<file path="src/sv/sccb_pkg.sv">
`timescale 1ns / 1ps

package sccb_pkg;

	localparam int DATA_BITS_DEF = 8;
	localparam int OP_W = 3;

	typedef logic [OP_W-1:0] op_t;

	localparam op_t OP_IDLE  = 3'd0;
	localparam op_t OP_START = 3'd1;
	localparam op_t OP_STOP  = 3'd2;
	localparam op_t OP_WRITE = 3'd3;
	localparam op_t OP_READ  = 3'd4;
	localparam op_t OP_NACK  = 3'd5;

endpackage

</file>
<file path="src/sv/sccb_bit_master.sv">
`timescale 1ns / 1ps

// Two-wire SCCB bit-level master. Each input item is one half-period tick that
// carries an operation code, the byte to send and the sampled data-line level;
// each accepted item yields exactly one result item with the clock and data
// line controls, busy/done, acknowledge status, the receive shift register
// and a rejection flag. An operation starts only while idle (start 3 ticks,
// stop 3, no-ack 4, write 2*DATA_BITS+3, read 2*DATA_BITS+1); one given while
// busy, or an undefined code, is ignored and flagged. One item is taken per
// clock as long as results are taken: the sequencer state and the result
// register update in the cycle the item is accepted, so its result is offered
// in the next cycle. A result held downstream stalls the input, and the next
// item enters in the same cycle that the held result leaves.
module sccb_bit_master
	import sccb_pkg::*;
#(
	parameter int DATA_BITS = DATA_BITS_DEF,
	localparam int IN_BITS  = OP_W + DATA_BITS + 1,
	localparam int IN_W     = ((IN_BITS + 7) / 8) * 8,
	localparam int OUT_BITS = 7 + DATA_BITS,
	localparam int OUT_W    = ((OUT_BITS + 7) / 8) * 8
) (
	input  logic clk,
	input  logic arst_n,
	input  logic s_tvalid,
	output logic s_tready,
	// operation[2:0], tx_byte, sda_in, zero fill
	input  logic [IN_W-1:0] s_tdata,
	output logic m_tvalid,
	input  logic m_tready,
	// scl_level, sda_drive, sda_release, busy_res, done_res, ack_ok, rx_byte,
	// op_rejected, zero fill
	output logic [OUT_W-1:0] m_tdata
);

	localparam int PHASE_W  = $clog2(2 * DATA_BITS + 3);

	localparam logic [PHASE_W-1:0] PH_0   = PHASE_W'(0);
	localparam logic [PHASE_W-1:0] PH_1   = PHASE_W'(1);
	localparam logic [PHASE_W-1:0] PH_2   = PHASE_W'(2);
	localparam logic [PHASE_W-1:0] PH_3   = PHASE_W'(3);
	localparam logic [PHASE_W-1:0] PH_REL = PHASE_W'(2 * DATA_BITS);
	localparam logic [PHASE_W-1:0] PH_CLK = PHASE_W'(2 * DATA_BITS + 1);

	op_t                  in_op;
	logic [DATA_BITS-1:0] in_tx;
	logic                 in_sda;

	op_t                  op_q, op_n;
	logic [PHASE_W-1:0]   phase_q, phase_n;
	logic [DATA_BITS-1:0] tx_q, tx_n;
	logic [DATA_BITS-1:0] rx_q, rx_n;
	logic                 scl_q, scl_n;
	logic                 sda_q, sda_n;
	logic                 rel_q, rel_n;
	logic                 ack_q, ack_n;
	logic                 done_n, rej_n;

	logic                 out_valid_q;
	logic [OUT_W-1:0]     out_data_q;
	logic                 accept;

	assign in_op  = s_tdata[OP_W-1:0];
	assign in_tx  = s_tdata[OP_W +: DATA_BITS];
	assign in_sda = s_tdata[OP_W+DATA_BITS];

	assign s_tready = !out_valid_q || m_tready;
	assign accept   = s_tvalid && s_tready;
	assign m_tvalid = out_valid_q;
	assign m_tdata  = out_data_q;

	always_comb begin
		logic last;
		op_n    = op_q;
		phase_n = phase_q;
		tx_n    = tx_q;
		rx_n    = rx_q;
		scl_n   = scl_q;
		sda_n   = sda_q;
		rel_n   = rel_q;
		ack_n   = ack_q;
		rej_n   = 1'b0;
		done_n  = 1'b0;
		last    = 1'b0;

		if (op_q != OP_IDLE) begin
			rej_n = (in_op != OP_IDLE);
		end else if (in_op > OP_NACK) begin
			rej_n = 1'b1;
		end else if (in_op != OP_IDLE) begin
			op_n    = in_op;
			phase_n = PH_0;
			if (in_op == OP_WRITE) tx_n = in_tx;
			if (in_op == OP_READ) rx_n = '0;
		end

		if (op_n != OP_IDLE) begin
			unique case (op_n)
				OP_START: begin
					if (phase_n == PH_0) begin
						sda_n = 1'b1;
						scl_n = 1'b1;
					end else if (phase_n == PH_1) begin
						sda_n = 1'b0;
					end else begin
						scl_n = 1'b0;
						last  = 1'b1;
					end
				end
				OP_STOP: begin
					if (phase_n == PH_0) begin
						sda_n = 1'b0;
					end else if (phase_n == PH_1) begin
						scl_n = 1'b1;
					end else begin
						sda_n = 1'b1;
						last  = 1'b1;
					end
				end
				OP_NACK: begin
					if (phase_n == PH_1) begin
						sda_n = 1'b1;
						scl_n = 1'b1;
					end else if (phase_n == PH_2) begin
						scl_n = 1'b0;
					end else if (phase_n >= PH_3) begin
						sda_n = 1'b0;
						last  = 1'b1;
					end
				end
				OP_WRITE: begin
					if (phase_n < PH_REL) begin
						if (!phase_n[0]) begin
							if (phase_n != PH_0) scl_n = 1'b0;
							sda_n = tx_n[DATA_BITS-1];
							tx_n  = {tx_n[DATA_BITS-2:0], 1'b0};
						end else begin
							scl_n = 1'b1;
						end
					end else if (phase_n == PH_REL) begin
						scl_n = 1'b0;
						rel_n = 1'b1;
					end else if (phase_n == PH_CLK) begin
						scl_n = 1'b1;
					end else begin
						ack_n = !in_sda;
						scl_n = 1'b0;
						rel_n = 1'b0;
						last  = 1'b1;
					end
				end
				OP_READ: begin
					if (phase_n == PH_0) begin
						rel_n = 1'b1;
					end else if (phase_n[0]) begin
						scl_n = 1'b1;
						rx_n  = {rx_n[DATA_BITS-2:0], in_sda};
					end else begin
						scl_n = 1'b0;
						if (phase_n >= PH_REL) begin
							rel_n = 1'b0;
							last  = 1'b1;
						end
					end
				end
				default: last = 1'b1;
			endcase

			if (last) begin
				done_n  = 1'b1;
				op_n    = OP_IDLE;
				phase_n = PH_0;
			end else begin
				phase_n = phase_n + PH_1;
			end
		end
	end

	always_ff @(posedge clk or negedge arst_n) begin
		if (!arst_n) begin
			op_q        <= OP_IDLE;
			phase_q     <= '0;
			tx_q        <= '0;
			rx_q        <= '0;
			scl_q       <= 1'b1;
			sda_q       <= 1'b1;
			rel_q       <= 1'b0;
			ack_q       <= 1'b0;
			out_valid_q <= 1'b0;
		end else begin
			if (accept) begin
				op_q        <= op_n;
				phase_q     <= phase_n;
				tx_q        <= tx_n;
				rx_q        <= rx_n;
				scl_q       <= scl_n;
				sda_q       <= sda_n;
				rel_q       <= rel_n;
				ack_q       <= ack_n;
				out_valid_q <= 1'b1;
			end else if (m_tready) begin
				out_valid_q <= 1'b0;
			end
		end
	end

	always_ff @(posedge clk) begin
		if (accept) begin
			out_data_q <= OUT_W'({rej_n, rx_n, ack_n, done_n, (op_n != OP_IDLE),
				rel_n, sda_n, scl_n});
		end
	end

endmodule

</file>
<file path="config.mk">
export PLATFORM = sky130hd
export DESIGN_NAME = sccb_bit_master
export DESIGN_NICKNAME = d
export VERILOG_FILES = /design/src/sv/sccb_pkg.sv /design/src/sv/sccb_bit_master.sv
export SDC_FILE = /design/constraint.sdc
export NUM_CORES = 1
export LEC_CHECK = 0
export ABC_AREA = 1
export BUFFER_PORTS_ARGS = -buffer_cell sky130_fd_sc_hd__buf_4
export CORE_MARGIN = 2
export CORE_UTILIZATION = 50
export DETAILED_ROUTE_END_ITERATION = 8
export PLACE_DENSITY = 0.85
export SYNTH_ARGS = -nofsm -noshare
export SYNTH_HDL_FRONTEND = slang
export SYNTH_SLANG_ARGS = --single-unit
</file>
<file path="constraint.sdc">
create_clock -name clk -period 1.9 [get_ports clk]
set_clock_uncertainty 0.1 [all_clocks]
set_input_delay 0.285 -clock clk [delete_from_list [all_inputs] [get_ports clk]]
set_output_delay 0.285 -clock clk [all_outputs]
set_load 0.05 [all_outputs]
</file>
Yosys cells after proc, flatten, opt, wreduce, memory -nomap -nowiden
Index checks and enable logic that the tools add are counted.
{ "word_totals": {"mem_count": 0, "output_inout_bits": 18, "ramBits": 0, "latchBits": 0, "mem_bits_ro": 0, "reg_bits": 44} }
{ "classes": {"n_shift": 0, "n_mul": 0, "add_sub_neg": 1, "muxes": 83, "n_lt_le_gt_ge": 4, "div": 0, "n_reduce_logical": 12, "bitwise": 0, "n_eq_ne": 11} }
{ "ops": {"columns": ["op", "count"], "rows": [
  ["$mux W8", 16],
  ["$mux W1", 53],
  ["$mux W5", 5],
  ["$mux W3", 5],
  ["$reduce_bool A3 Y1", 4],
  ["$eq A5 B5 Y1 const B", 2],
  ["$eq A3 B2 Y1 const B", 3],
  ["$eq A3 B3 Y1 const B", 3],
  ["$pmux W1 S4", 2],
  ["$add A5 B1 Y5 const B", 1],
  ["$eq A5 B1 Y1 const B", 1],
  ["$eq A5 B2 Y1 const B", 1],
  ["$ge A5 B2 Y1 const B", 1],
  ["$ge A5 B5 Y1 const B", 1],
  ["$logic_not A5 Y1", 1],
  ["$lt A5 B5 Y1 const B", 1],
  ["$pmux W1 S5", 1],
  ["$reduce_bool A5 Y1", 1],
  ["$eq A3 B1 Y1 const B", 1],
  ["$gt A3 B3 Y1 const B", 1],
  ["$logic_not A1 Y1", 2],
  ["$pmux W1 S2", 1],
  ["$reduce_bool A2 Y1", 1],
  ["$reduce_or A2 Y1", 1],
  ["2 further kinds", 2]
]} }

Logic depth before layout (Yosys ltp)
Gate-level depths: netlist of run 1.
{ "depth": {"ltp_word": 13, "depth_mapped": 16} }

Least setup slack after synthesis of run 1
OpenSTA, ideal clock, no wires.
{ "synth_timing": {"path_type": "reg-to-reg", "from": "reg out_valid_q (netlist: m_tvalid)", "to": "reg out_data_q[0] (netlist: m_tdata[0]), enable pin", "required_ps": 1453, "period_less_slack_ps": 2331, "path_stages_with_launch": 6, "setup_time_ps": 347, "t_arrival_ps": 1885, "slack_ps": -431, "path_cell_list": "dfrtp_1 nand2_1 nand2_1 inv_1 clkbuf_1 buf_2"} }
{ "synth_via": {"elab_chain_cells": 3} }
{ "synth_rtl": {"columns": ["item", "line", "text"], "rows": [
  ["from (decl)", "sccb_bit_master.sv:59", "logic out_valid_q;"],
  ["from (signal assigned)", "sccb_bit_master.sv:189", "out_valid_q <= 1'b0;"],
  ["from (signal assigned)", "sccb_bit_master.sv:200", "out_valid_q <= 1'b1;"],
  ["from (signal assigned)", "sccb_bit_master.sv:202", "out_valid_q <= 1'b0;"],
  ["$logic_not A1 Y1", "sccb_bit_master.sv:67", "assign s_tready = !out_valid_q || m_tready;"],
  ["$logic_or A1 B1 Y1", "sccb_bit_master.sv:67", null],
  ["named net s_tready", "sccb_bit_master.sv:26", "output logic s_tready,"],
  ["$logic_and A1 B1 Y1", "sccb_bit_master.sv:68", "assign accept = s_tvalid && s_tready;"],
  ["named net accept", "sccb_bit_master.sv:61", "logic accept;"],
  ["to (signal assigned)", "sccb_bit_master.sv:209", "out_data_q <= OUT_W'({rej_n, rx_n, ack_n, done_n, (op_n != OP_IDLE),"],
  ["to (decl)", "sccb_bit_master.sv:60", "logic [OUT_W-1:0] out_data_q;"]
]} }
The timed path passes the listed nets, and every way through them passes these cells.
A chain may end at the register's enable or synchronous reset.

Worst setup path after layout of run 1
{ "layout_timing": {"from": "reg op_q[2]", "to": "reg out_data_q[0] (netlist: m_tdata[0]) (data pin)"} }
{ "layout_via": {"elab_chain_cells": 8, "elab_cells_between_ends": 33, "cone_classes": "order compare: 1; eq/ne: 9; mux: 19; reduce/logical: 4"} }
{ "layout_rtl": {"columns": ["item", "line", "text"], "rows": [
  ["from (decl)", "sccb_bit_master.sv:49", "op_t op_q, op_n;"],
  ["from (signal assigned)", "sccb_bit_master.sv:192", "op_q <= op_n;"],
  ["$reduce_bool A3 Y1", "sccb_bit_master.sv:86", "if (op_q != OP_IDLE) begin"],
  ["$mux W5", "sccb_bit_master.sv:86", null],
  ["$eq A5 B5 Y1 or $reduce_bool A5 Y1 (tied branches)", "sccb_bit_master.sv:143, sccb_bit_master.sv:134", null],
  ["$mux W1 (on tied branches)", "sccb_bit_master.sv:143, sccb_bit_master.sv:134", null],
  ["$mux W1 (on tied branches)", "sccb_bit_master.sv:140, sccb_bit_master.sv:133", null],
  ["$mux W1", "sccb_bit_master.sv:132", "if (phase_n < PH_REL) begin"],
  ["$pmux W1 S5", "sccb_bit_master.sv:98", "unique case (op_n)"],
  ["$mux W1 (*)", "sccb_bit_master.sv:97", "if (op_n != OP_IDLE) begin"],
  ["named net scl_n", "sccb_bit_master.sv:53", "logic scl_q, scl_n;"]
]} }
The timed path passes the listed nets; every way through them passes the cells marked *.

==> results of run 1 <==
## through the flow
| step | worst slack (ps) | setup TNS, ps | instance area, µm² | util [%] | power, mW |
|---|---|---|---|---|---|
| floorplan | -130 | -701 | 2900 | - | 4.34 |
| global placement | -156 | -2720 | 3510 | 64.1 | 5.52 |
| detailed placement | -213 | -4140 | 3510 | 64.1 | 5.65 |
| CTS | -127 | -2090 | 3730 | 68.2 | 6.61 |
| global route | -232 | -6420 | 3900 | 71.2 | 7.45 |
| finish | -125 | -1870 | 3900 | 71.2 | 6.98 |
## where the power goes
| group | total [mW] | internal (mW) | switching, mW | leakage, nW |
|---|---|---|---|---|
| combinational | 4.65 | 1.85 | 2.80 | 1.29 |
| clock | 0.765 | 0.397 | 0.368 | 0.0548 |
| sequential | 1.56 | 1.35 | 0.215 | 0.516 |
| total | 6.98 | 3.59 | 3.38 | 1.86 |
## tightest hold or removal path, stage by stage
cell	delay [ps]
buf_4	70
inv_1	50
nand2_4	60
nand2_1	50
## cell usage in the layout (no fill, tap or decap), drive strengths merged, types with 2 or more instances in the layout
cell / netlist / routed
nand2: 104 / 104
buf: 6 / 81
nand3: 41 / 41
inv: 37 / 39
o21ai: 36 / 36
nor2: 32 / 32
dfrtp: 27 / 27
a21oi: 21 / 21
edfxtp: 15 / 15
nand4: 6 / 6
clkbuf: 5 / 6
ha: 2 / 2
dfstp: 2 / 2
o31ai: 2 / 2
## state kept, by name (all words and copies together), names as in the netlist, 3 cells and up
signal   cells
m_tdata     15
rx_q         8
tx_q         8
phase_q      5
op_q         3
## synthesized netlist by cell type (all sizes together) (2+ instances only)
| cell type | instances |
|---|---|
| clkbuf | 5 |
| nand4 | 6 |
| a21oi | 21 |
| nand2 | 104 |
| buf | 6 |
| ha | 2 |
| edfxtp | 15 |
| dfrtp | 27 |
| inv | 37 |
| dfstp | 2 |
| o31ai | 2 |
| o21ai | 36 |
| nor2 | 32 |
| nand3 | 41 |
## final cells by class
cell class / instances / area (µm²)
Inverter: 38 / 169
Fill cell: 394 / 1570
Timing Repair Buffer: 83 / 694
Multi-Input combinational cell: 252 / 1650
Sequential cell: 44 / 1180
Clock inverter: 3 / 46.3
Tap cell: 72 / 90.1
Clock buffer: 5 / 68.8
## how the worst min path moves through the flow
stage	startpoint	end	slack, ps
5_1_grt	m_tready	m_tvalid$_DFFE_PN0P_	160
3_5_place_dp	arst_n	phase_q[2]$_DFFE_PN0P_	140
3_3_place_gp	arst_n	phase_q[2]$_DFFE_PN0P_	140
2_1_floorplan	arst_n	ack_q$_DFFE_PN0P_	-110
4_1_cts	m_tready	m_tvalid$_DFFE_PN0P_	140
6_report	m_tready	m_tvalid$_DFFE_PN0P_	140
## cells by family (layout without fill, tap and decap cells)
kind of cell / Yosys count / after routing / share of synthesized area [%]
AOI/OAI and AO/OA: 62 / 62 / 14.1
xor gates and xnor gates: 1 / 1 / 0.310
adders and majority gates: 2 / 2 / 0.884
buffers and inverters: 49 / 129 / 8.09
DFF: 44 / 44 / 41.6
muxes: 1 / 1 / 0.354
other: 1 / 1 / 0.132
and+or+nand+nor: 185 / 185 / 34.4
## routing by layer
layer | vias to the layer above | global-route usage [%] | part of all wire, %
met5 | - | 0 | 0
met4 | 0 | 7.59 | 2.4
met3 | 16 | 3.98 | 4.1
met2 | 86 | 39.2 | 53
met1 | 1264 | 28.8 | 41
li1 | 1293 | - | -
## repair_timing
action / 4_1_cts / 5_1_grt
buffers inserted: 3 / 3
gates cloned: 1 / 0
hold buffers: 1 / 0
endpoints found under the setup margin: 41 / 42
gates resized for setup: 11 / 40
endpoints found under the hold margin: 27 / 0
pin swaps: 6 / 15
==> key figures, run 1 <==
Run status
  – Status: complete, but fails checks
  – Failing checks: setup timing

Setup path
  – Crit path kind: reg2reg
  – Worst R2R Path Depth: 11
  – Cell family with most CP delay: simple AND/OR/NAND/NOR gates
  – Crit path from: op_q[2]$_DFFE_PN0P_
  – Worst path slowest cell: dfrtp_1
  – Worst EP required: 1870 ps
  – Worst Setup Start Kind: flop
  – Biggest cell delay along the critical path: 410 ps
  – Launching point of the worst reg2reg path: op_q[2]$_DFFE_PN0P_
  – Crit-path cells: nor2_2, nand3_2, nor2_8, nor2_8, buf_4, nor2_8, nand2_1, nand3_2, nand2_1, nor2_2, nand3_2
  – Crit path DAT: 1990 ps
  – Crit path capture type: flop
  – R2R Path End: m_tdata[0]$_DFFE_PP_
  – Crit path capture: m_tdata[0]$_DFFE_PP_
  – Buffer and inverter count on the worst path: 1
  – Crit path depth: 11
  – Flop-to-flop setup slack: -130 ps
  – Worst Path Max Fanout: 4

Logic synthesis
  – Post-synth EDFFs: 15
  – Register area share after synthesis: 41.6%
  – Yosys top cell area share: 23.9%
  – Syn Nets: 367
  – Area leader, netlist: dfrtp_1
  – Mapped Cells: 345
  – Most area-consuming cells after synthesis: dfrtp_1, edfxtp_1, nand2_1, nand3_1, inv_1
  – Top FF cell, synth: dfrtp_1
  – FFs w/ async S/R, synth: 65.9%
  – Synth Warn #: 0
  – Mapped Area: 2830 µm²
  – Yosys reg bits: 44
  – Synth Area per Inst: 8.20 µm²
  – Synth cell types: 39

Placement
  – Count of buffers from port buffering: 32
  – Routability cong.: 0.829
  – Dpl cells: 481
  – DP Wirelength: 4800 µm

Global routing
  – Initial antenna violation count: 0
  – GRT Overall Usage: 22.7%
  – First-pass GRT wire length: 11,200 µm
  – Largest net degree at the start of global routing: 31
  – Vias in the first global route: 2,477
  – Total global routing overflow: 0

Hold path
  – Worst min path class: in2reg
  – Hold Crit Depth: 4

Flow run
  – Max-Cap Viols: 0

Finish
  – Layout cells sized above 1: 42.8%
  – Area Growth Syn to Fin: 37.8%
  – Final #Nets: 446
  – ANT cells: 0
  – Non-Filler Instances: 497

Timing
  – Hold slack: 136 ps
  – Fin. Hold Viols: 0
  – Post-route setup slack: -125 ps
  – RSZ-0062 raised after global routing: yes
  – Max Freq: 0.494 GHz
  – Crit path time final: 2030 ps
  – Setup Viol. Count Final: 33
  – Max-slew violations: 0
  – Final Cycle Share: 107%

Floorplanning
  – Num rows: 27
  – Top-level I/O count: 38
  – Core area: 5470 µm²
  – Die Wd: 79.2 µm
  – Height of the die: 79.2 µm
  – Effective utilization at floorplan: 51.7%
  – Die footprint: 6280 µm²

Clock tree
  – CTS tree: done
  – Clk Latency, worst-skew pair: 310 ps
  – Clock Tree Buf Depth: 2
  – Clock Tree Root: clkbuf_8
  – Clk sinks: 44
  – Clk slew on worst S/H paths: 90 ps
  – H-tree lvl count: 2
  – Total CTS buffers: 5

Route
  – WL per Instance: 14.9 µm
  – Routed wire length: 7410 µm
  – Total number of vias: 2,659
  – 1st-iter DRT viols: 199
  – Drt pass-1 iters: 4
  – # DRC: 0
  – Vias per cell: 5.35
  – Post-route ant nets: 0

Power and ir drop
  – Leak: 1.86 nW
  – Peak supply drop: 1.03 mV
  – Power Dens Cells: 1790 nW/µm²
Note: power is estimated with default switching activity, not from simulation.
==> run 2, diff against run 1 <==
Settings changed: CORE_ASPECT_RATIO set to 0.5.
==> run 2 against run 1 <==
Effect of this change:
- critical path depth up 2
- register-to-register slack got worse by 230 ps
- the run still ends with setup timing left
- routed wire length increased by 18%
- first-iteration DRC count grew 31%
==> key figures, run 2 (synthesized netlist as in run 1, its figures left out) <==
Setup path
  – Worst EP required: 1840 ps (-30 ps)
  – Cell family with most CP delay: simple AND/OR/NAND/NOR gates
  – Biggest cell delay along the critical path: 440 ps (+30 ps)
  – Buffer and inverter count on the worst path: 4 (+3)
  – Worst Setup Start Kind: flop
  – Crit path capture type: flop
  – Crit path kind: reg2reg
  – Worst Path Max Fanout: 5 (+1)
  – Crit-path cells: inv_2, buf_6, nand4_1, nand2_2, nand2_2, nand2_1, inv_2, nand2_1, nand2_2, nor2_8, nand3_4, o31ai_4, inv_1
  – Crit path top cell by count: nand2_2
  – Crit path DAT: 2190 ps (+200 ps)
  – Worst path slowest cell: dfrtp_2
  – Flop-to-flop setup slack: -350 ps (-230 ps)

Floorplanning
  – Top-level I/O count: 38 (unchanged)
  – Num rows: 19 (-30%)
  – Effective utilization at floorplan: 51.8% (about the same)
  – Core area: 5470 µm² (about the same)
  – Height of the die: 57.2 µm (-28%)
  – Die footprint: 6310 µm² (+0.58%)
  – Die Wd: 110 µm (+39%)

Route
  – Drt pass-1 iters: 5 (+1)
  – Vias per cell: 5.89 (+10%)
  – # DRC: 0 (unchanged)
  – Post-route ant nets: 0 (unchanged)
  – WL per Instance: 17.5 µm (+17%)
  – Total number of vias: 2,952 (+11%)
  – Routed wire length: 8760 µm (+18%)
  – 1st-iter DRT viols: 260 (+31%)

Finish
  – Area of the multi-input gates: 1670 µm² (+1.4%)
  – Final #Nets: 449 (+0.67%)
  – Largest register FFs: 15 (unchanged)
  – Commonest non-fill, non-tap cell in the layout: nand2_1
  – # fillers: 334 (-15%)
  – Non-Filler Instances: 501 (+0.80%)
  – ANT cells: 0 (unchanged)
  – Register area: 1180 µm² (+0.11%)
  – Commonest cells after routing, fill and taps aside: nand2_1, buf_4, inv_1, dfrtp_1, nand3_1
  – Area Growth Syn to Fin: 40.2%
  – Layout cells sized above 1: 43.0% (+0.17 points)

Global routing
  – Vias in the first global route: 2,787 (+13%)
  – GRT Overall Usage: 24.1% (+1.3 points)
  – Initial antenna violation count: 0 (unchanged)
  – Largest net degree at the start of global routing: 33 (+6.5%)
  – Total global routing overflow: 0 (unchanged)
  – First-pass GRT wire length: 12,300 µm (+9.3%)

Power and ir drop
  – Power Dens Cells: 1910 nW/µm² (+6.7%)
  – P_int: 3.78 mW (+5.3%)
  – Leak: 1.89 nW (+1.3%)
  – Psw: 3.79 mW (+12%)
  – Logic pwr share: 67.0% (+0.4 points)
  – Peak supply drop: 0.760 mV (-26%)
  – Clock Power Share: 11.6% (+0.6 points)
  – Sw Share: 50.0% (+1.5 points)
  – Seq pwr share: 21.4% (-1.0 points)

Clock tree
  – Clk Latency, worst-skew pair: 300 ps (about the same)
  – Clock Tree Root: clkbuf_16
  – CTS tree: done
  – Clock Tree Buf Depth: 2 (unchanged)
  – Clk sinks: 44 (unchanged)
  – Total CTS buffers: 5 (unchanged)
  – H-tree lvl count: 2 (unchanged)
  – Clk slew on worst S/H paths: 70 ps (-20 ps)

Flow run
  – Max-Cap Viols: 0 (unchanged)

Timing
  – Max Freq: 0.444 GHz (-10%)
  – RSZ-0062 raised after global routing: yes
  – Post-route setup slack: -354 ps (-229 ps)
  – Setup Viol. Count Final: 41 (+24%)
  – Final Cycle Share: 119% (+12 points)
  – Hold slack: 180 ps (+44.0 ps)
  – Setup_tns: -5730 ps (-3860 ps)
  – Crit path time final: 2250 ps (+229 ps)
  – Fin. Hold Viols: 0 (unchanged)
  – Max-slew violations: 0 (unchanged)

Placement
  – Count of buffers from port buffering: 32 (unchanged)
  – Dpl cells: 479 (-0.42%)
  – Routability cong.: 0.970 (+17%)
  – DP Wirelength: 5060 µm (+5.3%)
  – Post-place setup slack: -192 ps (+21.5 ps)

Run status
  – Failing checks: setup timing
  – Status: complete, but fails checks

Hold path
  – Worst min path class: in2reg
run 2: cell types whose count changed in the layout (fill, tap and decap cells not counted), moves of 2 or more:
cell	change
nand3_4	+3
clkbuf_16	+4
nand3_2	-2
clkbuf_8	-5
o21ai_1	+3
a21oi_2	-2
nor2_4	+2
nand2_2	+2
o21ai_4	-2
buf_6	+3
run 2: final timing paths:
kind,depth (start not counted),from,endpoint
max,13,op_q[1]$_DFFE_PN0P_,m_tdata[4]$_SDFFCE_PP0P_
min,4,m_tready,m_tvalid$_DFFE_PN0P_
max reg2reg,13,op_q[1]$_DFFE_PN0P_,m_tdata[4]$_SDFFCE_PP0P_
min reg2reg,2,rx_q[6]$_DFFE_PN0P_,rx_q[6]$_DFFE_PN0P_
max in group asynchronous,2,arst_n,sda_q$_DFFE_PN1P_
min in group asynchronous,2,arst_n,phase_q[4]$_DFFE_PN0P_
run 2: routing by layer:
layer	up-vias	global-route usage (%)	share of wire (%)
met5	-	0	0
met4	0	12.9	5.6
met3	74	5.63	7.7
met2	185	44.4	48
met1	1387	26.5	38
li1	1306	-	-
run 2: worst min-delay path, cell delays in order:
cell and delay (ps):
buf_4 80, inv_1 60, nand2_4 70, nand2_1 50
run 2: repair_timing:
item                                    4_1_cts  5_1_grt
hold buffers                                  1        0
hold endpoints to repair                     27        0
resized for setup                            16       41
endpoints found under the setup margin       38       41
pin swaps                                     4       16
buffers inserted                              4       10
run 2: through the flow:
| step | utilization [%] | power (mW) | instance area [µm²] |
|---|---|---|---|
| 2_1_floorplan | - | 4.34 | 2900 |
| 3_3_place_gp | 63.5 | 5.35 | 3470 |
| 3_5_place_dp | 63.5 | 5.56 | 3470 |
| 4_1_cts | 68.4 | 6.74 | 3740 |
| 5_1_grt | 72.6 | 7.94 | 3970 |
| 6_report | 72.6 | 7.57 | 3970 |
run 2: layout make-up:
type / count / share of cell area [%]
clock buffer: 6 / 3.25
inverter: 38 / 4.26
timing repair buffer: 86 / 17.9
tap: 73 / 2.30
multi-input combinational: 252 / 42.2
sequential: 44 / 29.8
clock inverter: 2 / 0.315
run 2: power groups by stage:
stage | clock network, mW | logic, mW | registers (mW)
2_1_floorplan | 0 | 2.51 | 1.83
5_1_grt | 0.918 | 5.38 | 1.64
4_1_cts | 0.867 | 4.30 | 1.58
3_5_place_dp | 0 | 3.98 | 1.58
6_report | 0.878 | 5.08 | 1.62
3_3_place_gp | 0 | 3.78 | 1.57
